[src/rtl/core/sat_pkg.sv]
// shared types and constants of the polygon separating-axis collision block
// no dependencies; used by sat_ctrl, sat_dp and the top level
package sat_pkg;

	localparam int COORD_W = 32;   // Q16.16 coordinate
	localparam int VTX_W   = 64;   // stored vertex: y high, x low
	localparam int HALF_W  = 31;   // halved edge magnitude
	localparam int SQ_W    = 62;   // square of a halved magnitude
	localparam int ROOT_W  = 64;   // integer square root working width
	localparam int LEN_W   = 32;   // edge length
	localparam int FRAC_W  = 15;   // Q1.15 fraction bits of the axis
	localparam int NORM_W  = 16;   // signed Q1.15 axis component
	localparam int DIV_W   = 48;   // divider remainder width
	localparam int PROJ_W  = 48;   // exact projection
	localparam int DIFF_W  = 49;   // gap between two projection ranges
	localparam int MTV_W   = 50;   // signed penetration depth
	localparam int PROD_W  = 65;   // axis magnitude times penetration
	localparam int RND_SH  = 30;   // scale of that product down to Q16.16

	typedef enum logic [1:0] {
		ST_SEP = 2'd0,
		ST_OVL = 2'd1,
		ST_ERR = 2'd2
	} status_t;

	typedef struct packed {
		logic    in_ready;
		logic    test_init;
		logic    rd_poly;
		logic    ld_a;
		logic    ld_edge;
		logic    sq_x;
		logic    sq_y;
		logic    sqrt_init;
		logic    sqrt_step;
		logic    div_init;
		logic    div_step;
		logic    norm_ld;
		logic    proj_vld;
		logic    proj_tgt;
		logic    proj_first;
		logic    eval_diff;
		logic    eval_best;
		logic    push_mul;
		logic    push_rnd;
		logic    push_sel;
		logic    out_load;
		status_t out_st;
		logic    clr_counts;
	} cmd_t;

	typedef struct packed {
		logic cnt_err;
		logic sep;
		logic out_free;
	} sts_t;

endpackage

[src/rtl/core/sat_ctrl.sv]
// sequencer of the collision test: loading, edge walk, axis build, projection and result
// depends on sat_pkg
module sat_ctrl #(
	parameter int MAX_VERTICES = 16,
	localparam int IW = $clog2(MAX_VERTICES),
	localparam int CW = $clog2(MAX_VERTICES + 2)
) (
	input  logic            clk,
	input  logic            arst_n,
	input  logic            in_valid,
	input  logic            last_vertex,
	input  sat_pkg::sts_t   sts,
	input  logic [CW-1:0]   cnt0,
	input  logic [CW-1:0]   cnt1,
	output sat_pkg::cmd_t   cmd,
	output logic [IW-1:0]   rd_addr
);

	typedef enum logic [21:0] {
		S_IDLE  = 22'h000001,
		S_CHECK = 22'h000002,
		S_RDA   = 22'h000004,
		S_RDB   = 22'h000008,
		S_EDGE  = 22'h000010,
		S_SQX   = 22'h000020,
		S_SQY   = 22'h000040,
		S_SQRT0 = 22'h000080,
		S_SQRT  = 22'h000100,
		S_DIV0  = 22'h000200,
		S_DIV   = 22'h000400,
		S_NORM  = 22'h000800,
		S_PROJ  = 22'h001000,
		S_DRN1  = 22'h002000,
		S_DRN2  = 22'h004000,
		S_EV1   = 22'h008000,
		S_EV2   = 22'h010000,
		S_PMX   = 22'h020000,
		S_PRX   = 22'h040000,
		S_PMY   = 22'h080000,
		S_PRY   = 22'h100000,
		S_DONE  = 22'h200000
	} state_t;

	state_t           state_q, state_d;
	logic             poly_q, poly_d;
	logic             phase_q, phase_d;
	logic [IW-1:0]    ei_q, ei_d;
	logic [IW-1:0]    vi_q, vi_d;
	logic [4:0]       step_q, step_d;
	sat_pkg::status_t res_q, res_d;

	logic [CW-1:0] n_edge, n_proj;
	logic          ei_last, vi_last;
	logic [IW-1:0] ei_inc, nxt_addr;

	assign n_edge   = poly_q ? cnt1 : cnt0;
	assign n_proj   = (phase_q ^ poly_q) ? cnt1 : cnt0;
	assign ei_last  = (CW'(ei_q) + CW'(1)) == n_edge;
	assign vi_last  = (CW'(vi_q) + CW'(1)) == n_proj;
	assign ei_inc   = ei_q + IW'(1);
	// closing edge wraps back to the first vertex
	assign nxt_addr = ei_last ? '0 : ei_inc;

	always_comb begin
		cmd     = '0;
		cmd.out_st = res_q;
		rd_addr = ei_q;
		cmd.rd_poly = poly_q;
		state_d = state_q;
		poly_d  = poly_q;
		phase_d = phase_q;
		ei_d    = ei_q;
		vi_d    = vi_q;
		step_d  = step_q;
		res_d   = res_q;
		case (state_q)
			S_IDLE: begin
				cmd.in_ready = 1'b1;
				if (in_valid && last_vertex) begin
					state_d = S_CHECK;
				end
			end
			S_CHECK: begin
				cmd.test_init = 1'b1;
				if (sts.cnt_err) begin
					res_d   = sat_pkg::ST_ERR;
					state_d = S_DONE;
				end else begin
					poly_d  = 1'b0;
					ei_d    = '0;
					state_d = S_RDA;
				end
			end
			S_RDA: begin
				state_d = S_RDB;
			end
			S_RDB: begin
				cmd.ld_a = 1'b1;
				rd_addr  = nxt_addr;
				state_d  = S_EDGE;
			end
			S_EDGE: begin
				cmd.ld_edge = 1'b1;
				state_d     = S_SQX;
			end
			S_SQX: begin
				cmd.sq_x = 1'b1;
				state_d  = S_SQY;
			end
			S_SQY: begin
				cmd.sq_y = 1'b1;
				state_d  = S_SQRT0;
			end
			S_SQRT0: begin
				cmd.sqrt_init = 1'b1;
				step_d        = '0;
				state_d       = S_SQRT;
			end
			S_SQRT: begin
				cmd.sqrt_step = 1'b1;
				step_d        = step_q + 5'd1;
				if (step_q == 5'd31) begin
					state_d = S_DIV0;
				end
			end
			S_DIV0: begin
				cmd.div_init = 1'b1;
				step_d       = '0;
				state_d      = S_DIV;
			end
			S_DIV: begin
				cmd.div_step = 1'b1;
				step_d       = step_q + 5'd1;
				if (step_q == 5'd15) begin
					state_d = S_NORM;
				end
			end
			S_NORM: begin
				cmd.norm_ld = 1'b1;
				vi_d        = '0;
				phase_d     = 1'b0;
				state_d     = S_PROJ;
			end
			S_PROJ: begin
				// own polygon first, then the other one
				rd_addr        = vi_q;
				cmd.rd_poly    = phase_q ^ poly_q;
				cmd.proj_vld   = 1'b1;
				cmd.proj_tgt   = phase_q;
				cmd.proj_first = (vi_q == '0);
				if (vi_last) begin
					vi_d = '0;
					if (!phase_q) begin
						phase_d = 1'b1;
					end else begin
						state_d = S_DRN1;
					end
				end else begin
					vi_d = vi_q + IW'(1);
				end
			end
			S_DRN1: begin
				state_d = S_DRN2;
			end
			S_DRN2: begin
				state_d = S_EV1;
			end
			S_EV1: begin
				cmd.eval_diff = 1'b1;
				state_d       = S_EV2;
			end
			S_EV2: begin
				cmd.eval_best = 1'b1;
				if (sts.sep) begin
					res_d   = sat_pkg::ST_SEP;
					state_d = S_DONE;
				end else if (!ei_last) begin
					ei_d    = ei_inc;
					state_d = S_RDA;
				end else if (!poly_q) begin
					poly_d  = 1'b1;
					ei_d    = '0;
					state_d = S_RDA;
				end else begin
					state_d = S_PMX;
				end
			end
			S_PMX: begin
				cmd.push_mul = 1'b1;
				state_d      = S_PRX;
			end
			S_PRX: begin
				cmd.push_rnd = 1'b1;
				state_d      = S_PMY;
			end
			S_PMY: begin
				cmd.push_mul = 1'b1;
				cmd.push_sel = 1'b1;
				state_d      = S_PRY;
			end
			S_PRY: begin
				cmd.push_rnd = 1'b1;
				cmd.push_sel = 1'b1;
				res_d        = sat_pkg::ST_OVL;
				state_d      = S_DONE;
			end
			S_DONE: begin
				if (sts.out_free) begin
					cmd.out_load   = 1'b1;
					cmd.clr_counts = 1'b1;
					state_d        = S_IDLE;
				end
			end
			default: begin
				state_d = S_IDLE;
			end
		endcase
	end

	always_ff @(posedge clk or negedge arst_n) begin
		if (!arst_n) begin
			state_q <= S_IDLE;
			poly_q  <= 1'b0;
			phase_q <= 1'b0;
			ei_q    <= '0;
			vi_q    <= '0;
			step_q  <= '0;
			res_q   <= sat_pkg::ST_SEP;
		end else begin
			state_q <= state_d;
			poly_q  <= poly_d;
			phase_q <= phase_d;
			ei_q    <= ei_d;
			vi_q    <= vi_d;
			step_q  <= step_d;
			res_q   <= res_d;
		end
	end

endmodule

[config.mk]
export PLATFORM = sky130hd
export DESIGN_NAME = sat_ctrl
export DESIGN_NICKNAME = d
export VERILOG_FILES = /design/src/rtl/core/sat_pkg.sv /design/src/rtl/core/sat_ctrl.sv
export SDC_FILE = /design/constraint.sdc
export NUM_CORES = 1
export LEC_CHECK = 0
export ABC_CLOCK_PERIOD_IN_PS = 3400
export BUFFER_PORTS_ARGS = -buffer_cell sky130_fd_sc_hd__buf_2
export CAP_MARGIN = 25
export CORE_MARGIN = 1
export CORE_UTILIZATION = 28
export DETAILED_ROUTE_END_ITERATION = 8
export PLACE_DENSITY_LB_ADDON = 0.2
export SYNTH_ARGS = -nofsm -noshare
export SYNTH_HDL_FRONTEND = slang
export SYNTH_SLANG_ARGS = --single-unit
[constraint.sdc]
create_clock -name clk -period 3.4 [get_ports clk]
set_input_delay 0.68 -clock clk [delete_from_list [all_inputs] [get_ports clk]]
set_output_delay 0.68 -clock clk [all_outputs]
set_load 0.01 [all_outputs]
# Word level (Yosys, flattened, before mapping)

Cells that the tools add are included.
W data, S select, Z words.

Add/sub/neg operators: 5
Equality and inequality tests: 38
Mux-type cells: 52
Bitwise gates (word level): 1
Reductions and logical operators: 16

Operators with widths:

| operator               | count |
|---|---|
| $pmux W22 S22          | 1 |
| $mux W22               | 9 |
| $mux W4                | 6 |
| $pmux W4 S2            | 3 |
| $mux W1                | 23 |
| $eq A22 B1 Y1 const B  | 1 |
| $eq A22 B10 Y1 const B | 1 |
| $eq A22 B11 Y1 const B | 1 |
| $eq A22 B12 Y1 const B | 1 |
| $eq A22 B13 Y1 const B | 1 |
| $eq A22 B14 Y1 const B | 1 |
| $eq A22 B15 Y1 const B | 1 |
| $eq A22 B16 Y1 const B | 1 |
| $eq A22 B17 Y1 const B | 1 |
| $eq A22 B18 Y1 const B | 1 |
| $eq A22 B19 Y1 const B | 1 |
| $eq A22 B2 Y1 const B  | 1 |
| $eq A22 B20 Y1 const B | 1 |
| $eq A22 B21 Y1 const B | 1 |
| $eq A22 B22 Y1 const B | 1 |
| $eq A22 B3 Y1 const B  | 1 |
| $eq A22 B4 Y1 const B  | 1 |
| $eq A22 B5 Y1 const B  | 1 |
| $eq A22 B6 Y1 const B  | 1 |
| other kinds (28)       | 51 |

Flip-flop bits (word level): 39
Input bits: 17
Output and inout port bits: 28
Word-level logic and storage cells: 119

# Logic depth before layout (Yosys ltp)

Depth after elaboration: 5
Depth in mapped cells: 9
Depth with buffers taken out: 7

# Worst setup path after synthesis

Ideal clock, no wire load.

Kind: reg2out
Start point: register state_q[3]
End point: output port cmd[21] in the netlist's numbering
Arrival: 2195 ps
Data required time: 2720 ps
Path slack: 525 ps
Cell stages (with the launch flop): 9
Path buffers: 2
Path through: dfrtp_1 buf_6 or4_4 buf_6 nor4_1 nand3_1 inv_2 and2_1 xor2_1

RTL lines:

| element                  | RTL line        | RTL |
|---|---|---|
| start: declaration       | sat_ctrl.sv:44  | `state_t state_q, state_d;` |
| start signal: assignment | sat_ctrl.sv:230 | `state_q <= state_d;` |
| end: declaration         | sat_ctrl.sv:15  | `output sat_pkg::cmd_t cmd,` |

==> flow_metrics.tcl <==
set metrics [dict create \
    core_um2 9860 \
    r2r_slack_ns 0.76 \
    die_area_um2 10600 \
    seq_area_frac_synth 0.341 \
    hold_buffers 0 \
    grt_max_degree 40 \
    yosys_register_bits 39 \
    netlist_area_um2 2860 \
    p_per_area_nw_per_um2 412 \
    power_w 0.00137 \
    status "completed" \
    fin_crit_ns 3.28 \
    final_cell_mix "buf_2 (44), dfrtp_1 (36), nand2_1 (30)" \
    async_flop_share 1.00 \
    ys.flop_type "dfrtp_1" \
    pre_cts_slack_ns 0.256 \
    ios 45 \
    layout_commonest_cell "buf_2" \
    setup_viol 0 \
    start_util 0.290 \
    nNetsFinal 379 \
    hold_viol_final 0 \
    clock-sinks 39 \
    rsz0062_at_grt "true" \
    worstSetupPathType "register to output port" \
    hpwl_um 5890 \
    vias 2492 \
    place_area_um2 3160 \
    h-tree-depth 2 \
    clkLatencyLatePin_ns 0.29 \
    drt-pass1-iter-count 4 \
    vias_per_cell 5.09 \
    synth_nets 340 \
    synthDistinctLibCells 68 \
    wl_per_cell_um 15.9 \
    crit_required_ns 2.72 \
    syn_inst 317 \
    io_buffers 44 \
    clkSlewWorstSetupHoldPaths_ns 0.07 \
    diodes 0 \
    maxSlewViolCount 0 \
    fp-row-count 36 \
    slew_headroom 0.649 \
    synthToLayoutAreaGrowth_pct 16.2 \
    crit_path_start_kind "register" \
    finalWorstSetupSlack_ns 0.123 \
    worstMarginPinSlew_ns 0.518 \
    numCtsBuffers 5 \
    fmax_mhz 305 \
    ir_drop_mv 0.168 \
    clockBufferDepth 2 \
    max_cap_violations 0 \
    routed_wl_um 7770 \
    antenna_found_initial 0 \
    finalCritPeriodShare 0.964 \
    drt_iter0_drc 127 \
    layout-drive-gt1-share 0.244 \
    cts_root_buffer "clkbuf_8" \
    grt_pass1_wl_um 12500 \
    p_leak_nw 1.58 \
    globalplace.congestion 0.898 \
    hp-class "input port to async pin" \
    avgSynthCellArea_um2 9.03 \
    dieHeight_um 103 \
    grt_pass1_vias 2381 \
    synth_edf_count 0 \
    grtUsageTotal 0.154 \
    worst_setup_path_end_kind "output port" \
    fin_area_um2 3330 \
    overflow 0 \
    crit_fanout 6 \
    crit_arrival_ns 2.60 \
    drt_drc_violations_left 0 \
    fin_skew_ns 0.00775 \
    fp.dieW_um 103 \
    cts_tree "yes" \
    postRouteAntennaNets 0 \
    yosys_warnings 0 \
]
[metal layers]
metal / GRT usage / share of wire / vias to the layer above
met3: 0.0264 / 0.037 / 4
met4: 0.0358 / 0.0076 / 0
li1: - / - / 1238
met1: 0.229 / 0.51 / 1198
met2: 0.230 / 0.45 / 52
met5: 0 / 0 / -
[path summary, 6_finish.rpt]
check | cells past startpoint | start | end
worst max-delay path | 7 | state_q[8] | cmd[6]
worst min-delay path | 1 | arst_n | vi_q[2]
worst max register to register | 7 | poly_q | vi_q[0]
worst min register to register | 1 | step_q[2] | step_q[2]
max in group asynchronous | 2 | arst_n | state_q[0]
min in group clk | 1 | step_q[2] | step_q[2]
[final cells by class]
type	count	area, µm²
sequential	39	980
clock inverter	1	5.00
tap	133	166
fill	1039	6540
multi-input combinational	239	1730
timing repair buffer	54	308
clock buffer	7	76.3
inverter	17	63.8
[state kept, by name (all words and copies together), names as in the netlist]
register and cells:
ei_q 4, phase_q 1, poly_q 1, res_q 2, state_q 22, step_q 5, vi_q 4
[per-stage QoR]
step | utilization | instances | setup TNS [ns] | hold WS [ns]
2_1_floorplan | - | 317 | 0 | 0.384
3_3_place_gp | 0.320 | 477 | 0 | 0.487
3_5_place_dp | 0.320 | 477 | 0 | 0.484
4_1_cts | 0.329 | 485 | 0 | 0.498
5_1_grt | 0.337 | 490 | -0.00276 | 0.160
6_report | 0.337 | 490 | 0 | 0.176
[power breakdown]
part | total, W | switching [W] | internal, W
combinational | 0.000505 | 0.000287 | 0.000217
sequential | 0.000560 | 0.0000575 | 0.000503
clock | 0.000305 | 0.000161 | 0.000144
[Yosys cell counts (6+ instances only)]
| cell type | n | area (µm²) |
|---|---|---|
| o21ai_0 | 19 | 95.1 |
| nand2_1 | 30 | 113 |
| nor4b_1 | 17 | 149 |
| inv_1 | 15 | 56.3 |
| xnor2_1 | 6 | 52.6 |
| dfrtp_1 | 38 | 951 |
| nand3_1 | 9 | 45.0 |
| nor3_1 | 11 | 55.1 |
| xor2_1 | 8 | 70.1 |
| clkbuf_1 | 7 | 26.3 |
| buf_2 | 7 | 35.0 |
| mux2i_1 | 10 | 100 |
| and3_1 | 6 | 37.5 |
| ha_1 | 6 | 75.1 |
| nor2_1 | 20 | 75.1 |
[kinds of logic (layout without fill, tap and decap cells)]
logic type      Yosys count  count (layout)  share of synthesized area
simple gates            146             146                      0.310
compound gates           57              57                      0.140
xor+xnor                 16              16                     0.0607
flops                    39              39                      0.341
mux                      14              14                     0.0546
fa+ha+maj                 6               6                     0.0262
buf+inv                  39              79                     0.0673
[worst max-delay path, cell delays in order (launching register included)]
cell and delay [ns]:
dfrtp_1 0.43, or4_4 0.61, nor3_4 0.27, nand3b_1 0.16, or4b_1 0.56, inv_2 0.07, or2_1 0.08, buf_2 0.12
[repair_timing]
| item | 4_1_cts | 5_1_grt |
|---|---|---|
| setup buffers | 0 | 4 |
| endpoints found under the setup margin | 0 | 11 |
| gates resized for setup | 0 | 10 |
Note: power is estimated with default switching activity, not from simulation.
